===== config.mk =====
export PLATFORM = sky130hd
export DESIGN_NAME = pid_balance_motor_drive_unit
export DESIGN_NICKNAME = d
export VERILOG_FILES = /design/src/rtl/pbmd_pkg.sv /design/src/rtl/pbmd_mul.sv /design/src/rtl/pid_balance_motor_drive_unit.sv
export SDC_FILE = /design/constraint.sdc
export NUM_CORES = 2
export LEC_CHECK = 0
export BUFFER_PORTS_ARGS = -buffer_cell sky130_fd_sc_hd__buf_2
export CELL_PAD_IN_SITES_DETAIL_PLACEMENT = 1
export CELL_PAD_IN_SITES_GLOBAL_PLACEMENT = 1
export CORE_AREA = 2 2 329 331
export CTS_BUF_LIST = sky130_fd_sc_hd__clkbuf_8
export DETAILED_ROUTE_END_ITERATION = 10
export DIE_AREA = 0 0 331 333
export GPL_TIMING_DRIVEN = 1
export PLACE_DENSITY_LB_ADDON = 0.25
export SLEW_MARGIN = 20
export SYNTH_ARGS = -nofsm -noshare
export SYNTH_HDL_FRONTEND = slang
export SYNTH_HIERARCHICAL = 1
export SYNTH_SLANG_ARGS = --single-unit

===== constraint.sdc =====
create_clock -name clock -period 10.32 [get_ports clock]
set_input_delay 0.516 -clock clock [delete_from_list [all_inputs] [get_ports clock]]
set_output_delay 0.516 -clock clock [all_outputs]
set_load 0.01 [all_outputs]

===== src/rtl/pbmd_pkg.sv =====
`timescale 1ns / 1ps
// ----------------------------------------------------------------------------
// pbmd_pkg: shared definitions for the balance motor drive PID
// Register indexes, reset values, field widths and multiplier operand sizes.
// ----------------------------------------------------------------------------
package pbmd_pkg;

   // register indexes on the csr port
   localparam logic [2:0] CSR_TARGET_ANGLE   = 3'd0;
   localparam logic [2:0] CSR_GAIN_P         = 3'd1;
   localparam logic [2:0] CSR_GAIN_I         = 3'd2;
   localparam logic [2:0] CSR_GAIN_D         = 3'd3;
   localparam logic [2:0] CSR_INTEGRAL_LIMIT = 3'd4;
   localparam logic [2:0] CSR_TICK_SECONDS   = 3'd5;
   localparam logic [2:0] CSR_TICK_RATE      = 3'd6;

   localparam int CSR_INDEX_W = 3;
   localparam int CSR_DATA_W  = 16;

   localparam logic [15:0] TICK_SECONDS_RESET = 16'd1311;
   localparam logic [9:0]  TICK_RATE_RESET    = 10'd50;

   localparam int DUTY_MAX_DEFAULT = 999;

   // direction codes
   localparam logic [1:0] DIR_STOP    = 2'd0;
   localparam logic [1:0] DIR_FORWARD = 2'd1;
   localparam logic [1:0] DIR_REVERSE = 2'd2;

   // shared multiplier: signed A x signed B
   localparam int MUL_A_W = 18;
   localparam int MUL_B_W = 33;
   localparam int MUL_P_W = MUL_A_W + MUL_B_W;

endpackage


===== src/rtl/pbmd_mul.sv =====
`timescale 1ns / 1ps
// ----------------------------------------------------------------------------
// pbmd_mul: shared signed multiplier
// One signed 18 x 33 bit product per cycle, registered at the output.
// ----------------------------------------------------------------------------
module pbmd_mul (
   input  logic                                 clock,
   input  logic signed [pbmd_pkg::MUL_A_W-1:0]  op_a,
   input  logic signed [pbmd_pkg::MUL_B_W-1:0]  op_b,
   output logic signed [pbmd_pkg::MUL_P_W-1:0]  product_ff
);

   logic signed [pbmd_pkg::MUL_P_W-1:0] product_in;

   assign product_in = pbmd_pkg::MUL_P_W'(op_a) * pbmd_pkg::MUL_P_W'(op_b);

   always_ff @(posedge clock) begin
      product_ff <= product_in;
   end

endmodule


===== src/rtl/pid_balance_motor_drive_unit.sv =====
`timescale 1ns / 1ps
// ----------------------------------------------------------------------------
// pid_balance_motor_drive_unit: tilt PID with clamped integral
// Turns one measured tilt angle per control tick into a saturated motor
// command, a direction code and a PWM duty.
// ----------------------------------------------------------------------------
// Each angle beat runs through a short sequencer that feeds one registered
// 18 x 33 bit multiplier five times: error times dt for the integral, error
// difference times tick rate for the derivative, then the three gain products,
// which are summed at 2^-32 scale, truncated toward zero and saturated to
// +/- DUTY_MAX. A beat is taken only while the sequencer is idle; it then
// steps through MUL_INT, INTEG, CLAMP, ACC_P, ACC_I, ACC_D, ROUND and FINISH,
// and the next angle is taken only after FINISH has passed the result to the
// output register. A finished result sits in the output register and does
// not block the next angle; only a second result waiting on it stalls the
// sequencer. Write the registers only while no angle is in flight.
module pid_balance_motor_drive_unit #(
   parameter int DUTY_MAX = pbmd_pkg::DUTY_MAX_DEFAULT
) (
   input  logic                                clock,
   input  logic                                reset,
   // configuration
   input  logic                                csr_we,
   input  logic [pbmd_pkg::CSR_INDEX_W-1:0]    csr_index,
   input  logic [pbmd_pkg::CSR_DATA_W-1:0]     csr_wdata,
   // angle input
   input  logic                                req_tvalid,
   output logic                                req_tready,
   input  logic [15:0]                         req_tdata,  // [15:0] measured_angle
   // drive result
   output logic                                rsp_tvalid,
   input  logic                                rsp_tready,
   output logic [23:0]                         rsp_tdata   // [10:0] drive,
                                                           // [12:11] direction,
                                                           // [22:13] duty
);

   typedef enum logic [3:0] {
      S_IDLE,
      S_MUL_INT,
      S_INTEG,
      S_CLAMP,
      S_ACC_P,
      S_ACC_I,
      S_ACC_D,
      S_ROUND,
      S_FINISH
   } state_type;

   localparam logic signed [32:0] DMAX = 33'(DUTY_MAX);

   state_type state_ff;

   // configuration registers
   logic signed [15:0] target_ff;
   logic signed [15:0] gain_p_ff;
   logic signed [15:0] gain_i_ff;
   logic signed [15:0] gain_d_ff;
   logic        [14:0] limit_ff;
   logic        [15:0] tick_seconds_ff;
   logic        [9:0]  tick_rate_ff;

   // controller state
   logic signed [31:0] integral_ff;
   logic signed [16:0] last_error_ff;

   // working registers
   logic signed [16:0] err_ff;
   logic signed [17:0] diff_ff;
   logic signed [34:0] sum_ff;
   logic signed [28:0] deriv_ff;
   logic signed [63:0] acc_ff;
   logic signed [31:0] quot_ff;

   logic               rsp_tvalid_ff;
   logic [23:0]        rsp_tdata_ff;

   // combinational next values
   logic signed [16:0] err_in;
   logic signed [17:0] diff_in;
   logic signed [34:0] sum_in;
   logic signed [34:0] lim_in;
   logic signed [31:0] integral_in;
   logic signed [31:0] quot_in;
   logic signed [32:0] sat_in;
   logic signed [32:0] mag_in;
   logic [1:0]         dir_in;

   logic signed [pbmd_pkg::MUL_A_W-1:0] mul_a;
   logic signed [pbmd_pkg::MUL_B_W-1:0] mul_b;
   logic signed [pbmd_pkg::MUL_P_W-1:0] product_ff;

   logic req_beat;
   logic out_free;

   assign req_tready = (state_ff == S_IDLE);
   assign req_beat   = req_tvalid && req_tready;
   assign out_free   = !rsp_tvalid_ff || rsp_tready;
   assign rsp_tvalid = rsp_tvalid_ff;
   assign rsp_tdata  = rsp_tdata_ff;

   assign err_in  = 17'(target_ff) - 17'($signed(req_tdata));
   assign diff_in = 18'(err_in) - 18'(last_error_ff);
   assign sum_in  = 35'(integral_ff) + 35'($signed(product_ff[33:0]));
   assign lim_in  = $signed({4'b0, limit_ff, 16'b0});

   always_comb begin
      if (sum_ff > lim_in) begin
         integral_in = 32'(lim_in);
      end else if (sum_ff < -lim_in) begin
         integral_in = 32'(-lim_in);
      end else begin
         integral_in = 32'(sum_ff);
      end
   end

   // truncate toward zero: bump the floor when negative with a fraction left
   assign quot_in = acc_ff[63:32] + {31'b0, (acc_ff[63] && (|acc_ff[31:0]))};

   always_comb begin
      if (33'(quot_ff) > DMAX) begin
         sat_in = DMAX;
      end else if (33'(quot_ff) < -DMAX) begin
         sat_in = -DMAX;
      end else begin
         sat_in = 33'(quot_ff);
      end
      if (sat_in > 33'sd0) begin
         dir_in = pbmd_pkg::DIR_FORWARD;
         mag_in = sat_in;
      end else if (sat_in < 33'sd0) begin
         dir_in = pbmd_pkg::DIR_REVERSE;
         mag_in = -sat_in;
      end else begin
         dir_in = pbmd_pkg::DIR_STOP;
         mag_in = 33'sd0;
      end
   end

   // multiplier operand select, product is registered and used in the next state
   always_comb begin
      mul_a = '0;
      mul_b = '0;
      case (state_ff)
         S_MUL_INT: begin
            mul_a = 18'(err_ff);
            mul_b = $signed({17'b0, tick_seconds_ff});
         end
         S_INTEG: begin
            mul_a = diff_ff;
            mul_b = $signed({23'b0, tick_rate_ff});
         end
         S_CLAMP: begin
            mul_a = 18'(gain_p_ff);
            mul_b = 33'(err_ff);
         end
         S_ACC_P: begin
            mul_a = 18'(gain_i_ff);
            mul_b = 33'(integral_ff);
         end
         S_ACC_I: begin
            mul_a = 18'(gain_d_ff);
            mul_b = 33'(deriv_ff);
         end
         default: begin
            mul_a = '0;
            mul_b = '0;
         end
      endcase
   end

   pbmd_mul u_mul (
      .clock      (clock),
      .op_a       (mul_a),
      .op_b       (mul_b),
      .product_ff (product_ff)
   );

   // register file
   always_ff @(posedge clock) begin
      if (reset) begin
         target_ff       <= '0;
         gain_p_ff       <= '0;
         gain_i_ff       <= '0;
         gain_d_ff       <= '0;
         limit_ff        <= '0;
         tick_seconds_ff <= pbmd_pkg::TICK_SECONDS_RESET;
         tick_rate_ff    <= pbmd_pkg::TICK_RATE_RESET;
      end else if (csr_we) begin
         unique case (csr_index)
            pbmd_pkg::CSR_TARGET_ANGLE:   target_ff       <= $signed(csr_wdata);
            pbmd_pkg::CSR_GAIN_P:         gain_p_ff       <= $signed(csr_wdata);
            pbmd_pkg::CSR_GAIN_I:         gain_i_ff       <= $signed(csr_wdata);
            pbmd_pkg::CSR_GAIN_D:         gain_d_ff       <= $signed(csr_wdata);
            pbmd_pkg::CSR_INTEGRAL_LIMIT: limit_ff        <= csr_wdata[14:0];
            pbmd_pkg::CSR_TICK_SECONDS:   tick_seconds_ff <= csr_wdata;
            pbmd_pkg::CSR_TICK_RATE:      tick_rate_ff    <= csr_wdata[9:0];
            default: begin
            end
         endcase
      end
   end

   // working registers, no reset needed
   always_ff @(posedge clock) begin
      case (state_ff)
         S_IDLE: begin
            if (req_beat) begin
               err_ff  <= err_in;
               diff_ff <= diff_in;
            end
         end
         S_INTEG: sum_ff   <= sum_in;
         S_CLAMP: deriv_ff <= $signed(product_ff[28:0]);
         S_ACC_P: acc_ff   <= 64'($signed({product_ff[32:0], 16'b0}));
         S_ACC_I: acc_ff   <= acc_ff + 64'($signed(product_ff[47:0]));
         S_ACC_D: acc_ff   <= acc_ff + 64'($signed({product_ff[44:0], 16'b0}));
         S_ROUND: quot_ff  <= quot_in;
         default: begin
         end
      endcase
   end

   // sequencer, controller state and output register
   always_ff @(posedge clock) begin
      if (reset) begin
         state_ff      <= S_IDLE;
         integral_ff   <= '0;
         last_error_ff <= '0;
         rsp_tvalid_ff <= 1'b0;
      end else begin
         if (state_ff == S_FINISH && out_free) begin
            rsp_tvalid_ff <= 1'b1;
         end else if (rsp_tready) begin
            rsp_tvalid_ff <= 1'b0;
         end
         unique case (state_ff)
            S_IDLE: begin
               if (req_beat) begin
                  last_error_ff <= err_in;
                  state_ff      <= S_MUL_INT;
               end
            end
            S_MUL_INT: state_ff <= S_INTEG;
            S_INTEG:   state_ff <= S_CLAMP;
            S_CLAMP: begin
               integral_ff <= integral_in;
               state_ff    <= S_ACC_P;
            end
            S_ACC_P:   state_ff <= S_ACC_I;
            S_ACC_I:   state_ff <= S_ACC_D;
            S_ACC_D:   state_ff <= S_ROUND;
            S_ROUND:   state_ff <= S_FINISH;
            S_FINISH: begin
               // hold until the output register can take the beat
               if (out_free) begin
                  state_ff <= S_IDLE;
               end
            end
            default: state_ff <= S_IDLE;
         endcase
      end
   end

   always_ff @(posedge clock) begin
      if (state_ff == S_FINISH && out_free) begin
         rsp_tdata_ff <= {1'b0, mag_in[9:0], dir_in, sat_in[10:0]};
      end
   end

   // checks
   a_busy_after_beat: assert property (@(posedge clock) disable iff (reset)
      req_tvalid && req_tready |=> !req_tready)
      else $error("input taken while sequencer busy");

   a_integral_clamped: assert property (@(posedge clock) disable iff (reset)
      state_ff == S_ACC_P |-> (35'(integral_ff) <= lim_in) && (35'(integral_ff) >= -lim_in))
      else $error("integral outside clamp after update");

   a_result_from_finish: assert property (@(posedge clock) disable iff (reset)
      $rose(rsp_tvalid_ff) |-> $past(state_ff == S_FINISH))
      else $error("result raised outside finish step");

   a_stop_means_zero: assert property (@(posedge clock) disable iff (reset)
      rsp_tvalid && rsp_tdata[12:11] == pbmd_pkg::DIR_STOP
      |-> rsp_tdata[22:13] == 10'd0 && rsp_tdata[10:0] == 11'd0)
      else $error("stop code with nonzero drive");

endmodule

* After elaboration in Yosys (flattened, before gate mapping)
Cells that the tools add are included.
** Operators by class
- Shift-type cells :: 0
- $lt $le $gt $ge :: 6
- Bitwise logic cells :: 0
- $mul :: 1
- Add/sub/neg operators :: 8
- Equal/unequal tests :: 16
- Reductions and logical operators :: 19
- Div/mod/pow operators :: 0
- Muxes and demuxes :: 15
** Operators by type and width (count)
- one-hot mux 64 bit (3 select lines) :: 1
- one-hot mux 33 bit (5 select lines) :: 1
- one-hot mux 18 bit (5 select lines) :: 1
- 2-to-1 mux 33 bit :: 2
- adder 64 x 48 -> 64 bit :: 1
- adder 64 x 61 -> 64 bit :: 1
- 2-to-1 mux 32 bit :: 2
- multiplier 18 x 33 -> 48 bit :: 1
- one-hot mux 4 bit (9 select lines) :: 1
- adder 32 x 34 -> 35 bit :: 1
- greater-than comparator 35 x 32 -> 1 bit :: 1
- < comparator 35 bit :: 1
- negator 31 -> 35 bit :: 1
- greater-than comparator 33 x 1 -> 1 bit, second input constant :: 1
- < comparator 33 x 1 -> 1 bit, second input constant :: 1
- adder 32 x 1 -> 32 bit :: 1
- greater-than comparator 32 x 11 -> 1 bit, second input constant :: 1
- < comparator 32 x 11 -> 1 bit, second input constant :: 1
- OR reduction 32 bit :: 1
- 2-to-1 mux 10 bit :: 2
- AND reduction 2 bit :: 9
- subtractor 17 x 17 -> 18 bit :: 1
- subtractor 16 x 16 -> 17 bit :: 1
- == test 4 x 3 -> 1 bit, second input constant :: 4
- 19 further kinds :: 27
** Word-level totals
- RAM bits :: 0
- Logic and storage cells :: 85
- Register bits after elaboration :: 425
- Bits in read-only memories :: 0
- Output and inout bits :: 26
- Bits of input ports :: 40
- Memories kept :: 0
- Bits in latches :: 0

* Longest topological paths before layout
- Depth in word-level cells :: 6
- Mapped depth :: 33
- Depth with buffers taken out :: 27

* Hierarchy
The synthesis kept the hierarchy.
** By module, submodules not included
- pid_balance_motor_drive_unit :: times used 1, cells each 2953, sequential area each 9729.3 um^2, area each 25868.6 um^2
- pbmd_mul :: times used 1, cells each 2424, sequential area each 1021.0 um^2, area each 21778.4 um^2

* Least setup slack after synthesis
Ideal clock, no wire load.
- Path kind :: register to register
- From :: register state_ff[1]
- To :: register u_mul/product_ff[36] (netlist name)
- Stages on the path, launching flop included :: 31
- Clock period less this slack :: 8.324 ns
- Arrival time :: 8.252 ns
- Setup slack :: 1.996 ns
- Path buffers :: 5
- Data required time :: 10.248 ns
- Library setup time :: 0.072 ns
- Cell sequence :: dfxtp_1 -> clkbuf_1 -> nand2_1 -> nor3_1 -> clkbuf_1 -> clkbuf_1 -> nand2_1 -> nand3_1 -> clkbuf_1 -> nand2_1 -> fa_1 -> inv_1 -> fa_1 -> inv_1 -> fa_1 -> inv_1 -> fa_1 -> fa_1 -> inv_1 -> fa_1 -> inv_1 -> ha_1 -> buf_6 -> a21o_1 -> o211a_1 -> o31ai_1 -> and4_1 -> o41ai_2 -> a311o_1 -> a21oi_1 -> xnor2_1
** Between the ends
- Cells in the longest elaborated chain, start to end :: 3
- Elaborated cells between the ends (all ways) :: 8
- Those cells by class :: mul (1); eq/ne (5); mux (2)
** Ends and longest elaborated chain
- from (decl) :: RTL line pid_balance_motor_drive_unit.sv:52 : state_type state_ff;
- from (signal assigned) :: RTL line pid_balance_motor_drive_unit.sv:227 : state_ff <= S_IDLE;
- from (signal assigned) :: RTL line pid_balance_motor_drive_unit.sv:241 : state_ff <= S_MUL_INT;
- from (signal assigned) :: RTL line pid_balance_motor_drive_unit.sv:244 : S_MUL_INT: state_ff <= S_INTEG;
- == test 4 x 3 -> 1 bit, or another cell as far along :: RTL line pid_balance_motor_drive_unit.sv:144 : case (state_ff)
- one-hot mux 18 bit (5 select lines) * :: RTL line pid_balance_motor_drive_unit.sv:144
- net mul_a, one bit :: RTL line pid_balance_motor_drive_unit.sv:89 : logic signed [pbmd_pkg::MUL_A_W-1:0] mul_a;
- multiplier 18 x 33 -> 48 bit * :: RTL line pbmd_mul.sv:15 : assign product_in = pbmd_pkg::MUL_P_W'(op_a) * pbmd_pkg::MUL_P_W'(op_b);
- net u_mul.product_in, one bit :: RTL line pbmd_mul.sv:13 : logic signed [pbmd_pkg::MUL_P_W-1:0] product_in;
- to (signal assigned) :: RTL line pbmd_mul.sv:18 : product_ff <= product_in;
- to (decl) :: RTL line pbmd_mul.sv:10 : output logic signed [pbmd_pkg::MUL_P_W-1:0] product_ff
The timed path passes the listed nets; every way through them passes the cells marked *.
A chain may end at the register's enable or synchronous reset.

* Worst setup path after layout
- From :: register state_ff[2]
- To :: register u_mul/product_ff[43] (netlist name)
Same word-level chain as after synthesis.

==> flow_summary.toml <==
[outcome]
status = "finished clean"

[sta]
grt_setup_unrepaired = "false"
finalCriticalPeriod_ps = 9660
setup-violations-final = 0
max_freq_mhz = 104
fin_crit_sh = 0.936
maxSlewViolCount = 0
clock_skew_ps = 43.7
setup_tns_ps = 0
worst_slew_pin_slew_ps = 1100
max-slew-margin-rel = 0.258
hold_violations = 0

[cells_and_area]
fin_util = 0.474
fin_nets = 6211
mostFrequentLayoutCells = "798 x nand2_1, 769 x inv_1, 560 x fa_1, 344 x a21oi_1, 336 x ha_1"
final_common_cell = "nand2_1"
fin_cells = 6746
stdcell_area_um2 = 50500
drive_gt1_frac = 0.0616
syn_to_final_growth_pct = 7.72

[drt]
vias_per_cell = 5.68
avgRoutedWirePerCell_um = 22.8
drtIter0Drc = 2596
drc_errors = 0
vias = 38296
postRouteAntennaNets = 0
routed_wl_mm = 154
firstDrtPassIters = 6

[cts]
cts-htree-levels = 3
root_buffer = "clkbuf_8"
tritoncts = "yes"
cts_buffers = 79
clock_path_buffers = 3
cts_sinks = 425
post_cts_buffers = 0
clock_latency_ps = 740
clk_pin_slew_ps = 70
hold_buffers = 0

[worst_setup_path]
r2r_slack_ps = 660
crit_family = "adder cells"
path_common_cell = "fa_1"
reg2reg_to = "u_mul/product_ff[43]"
worst_r2r_path_depth = 25
worst-path-buf-inv = 3
crit_type = "reg2reg"
critPathMaxFanout = 30
crit_required_ps = 10980
cp-end-kind = "flip-flop"
critPathSlowestCell = "nor2_4"
worstReg2RegStart = "state_ff[2]"
worstPathArrival_ps = 10320
cpPeakStageDelay_ps = 780
cp-start-kind = "flip-flop"

[hold_path]
whs_path_depth = 3
hp-class = "in2reg"
holdPathEnd = "tick_rate_ff[0]"
min_from = "csr_wdata[0]"

[pwr]
cellInternalPower_mw = 4.19
p_sw_frac = 0.421
ir_drop_v = 0.0000912
seqPwrFrac = 0.306
p_leak_nw = 22.5
clockPowerShare = 0.270
p_per_area_nw_per_um2 = 143
combPwrFrac = 0.425
p_total_mw = 7.24
p_switching_mw = 3.05

[die]
start_util = 0.440
dieArea_um2 = 110000
die_y_um = 333
core_um2 = 107000
row_count = 120
io_pins = 66
die_w_um = 331

[synthesis]
syn_area_um2 = 46900
syn_nets = 6235
ys.warnings.count = 6
synth_area_per_cell_um2 = 8.85
synthCells = 5299

[place]
dp.cells = 6596
place_hpwl_mm = 120
port_buffers = 64
dpl_cell_area_um2 = 48700
gp_congestion = 0.887

[run]
drv_cap = 0

[global_routing]
gr-usage-all-layers = 0.281
antenna_found_initial = 2
overflow = 0
grt_pass1_vias = 40820
grt_max_degree = 100
grt_pass1_wl_mm = 241
==> through the flow <==
step | worst slack, ps | hold slack [ps]
after floorplan | 2000 | 436
after global placement | 1070 | 442
after detailed placement | 876 | 450
after CTS | 809 | 68.9
after global routing | 185 | 102
final | 659 | 116
==> cell type report <==
type	instances	area [um2]
inverters	756	2840
well taps	1403	1760
diodes	3	7.51
clock buffers	83	1140
multi-input cells	3877	32500
repair buffers	136	913
clock inverters	63	671
fillers	12517	56100
flip-flops and latches	425	10700
==> sequential cells by signal, indices dropped and copies added, names as in the netlist, 17 cells and up <==
signal            flops
acc_ff               64
u_mul/product_ff     48
sum_ff               35
integral_ff          32
quot_ff              32
deriv_ff             29
rsp_tdata            23
diff_ff              18
err_ff               17
last_error_ff        17
==> worst max-delay path by stage <==
stage | from | endpoint | slack [ps] | cells past startpoint
after floorplan | state_ff[1] | u_mul/product_ff[36] | 2000 | 30
after global routing | state_ff[2] | u_mul/product_ff[43] | 180 | 25
final | state_ff[2] | u_mul/product_ff[43] | 660 | 25
after CTS | state_ff[2] | u_mul/product_ff[43] | 810 | 25
after detailed placement | state_ff[2] | u_mul/product_ff[43] | 880 | 25
after global placement | state_ff[2] | u_mul/product_ff[43] | 1070 | 25
==> worst reg2reg max path: stages (launching register included) <==
cell and delay [ps]:
dfxtp_1 500, nand2b_1 360, nor2_4 780, a22oi_1 280, nand2_1 200, a21o_1 180, a21o_1 460, clkinvlp_4 750
nor2_1 390, fa_1 480, fa_1 560, fa_1 550, fa_1 520, fa_1 560, inv_1 60, fa_1 530
inv_1 60, ha_1 420, nand4_1 240, a21oi_1 70, o41ai_1 480, o21ai_0 250, o21ai_2 310, a21oi_4 100
or4_1 420, nand4_1 100
==> layer usage <==
metal | vias to the layer above | track usage | share of wire
met4 | 0 | 0.0574 | 0.018
met5 | - | 0 | 0
met3 | 173 | 0.0480 | 0.061
met2 | 1016 | 0.455 | 0.46
met1 | 19607 | 0.395 | 0.46
li1 | 17500 | - | -
==> power groups by stage <==
| stage | clock network (mW) | logic (mW) | registers, mW |
|---|---|---|---|
| final | 1.95 | 3.07 | 2.21 |
| after global routing | 2.04 | 3.40 | 2.20 |
| after detailed placement | 0 | 3.02 | 2.23 |
| after global placement | 0 | 2.94 | 2.23 |
| after floorplan | 0 | 2.23 | 2.07 |
| after CTS | 1.98 | 3.04 | 2.20 |
==> timing repair <==
item / 4_1_cts / 5_1_grt
hold endpoints to repair: 0 / 0
resized for setup: 0 / 1
endpoints found under the setup margin: 0 / 4
(Power assumes the default switching activity.)
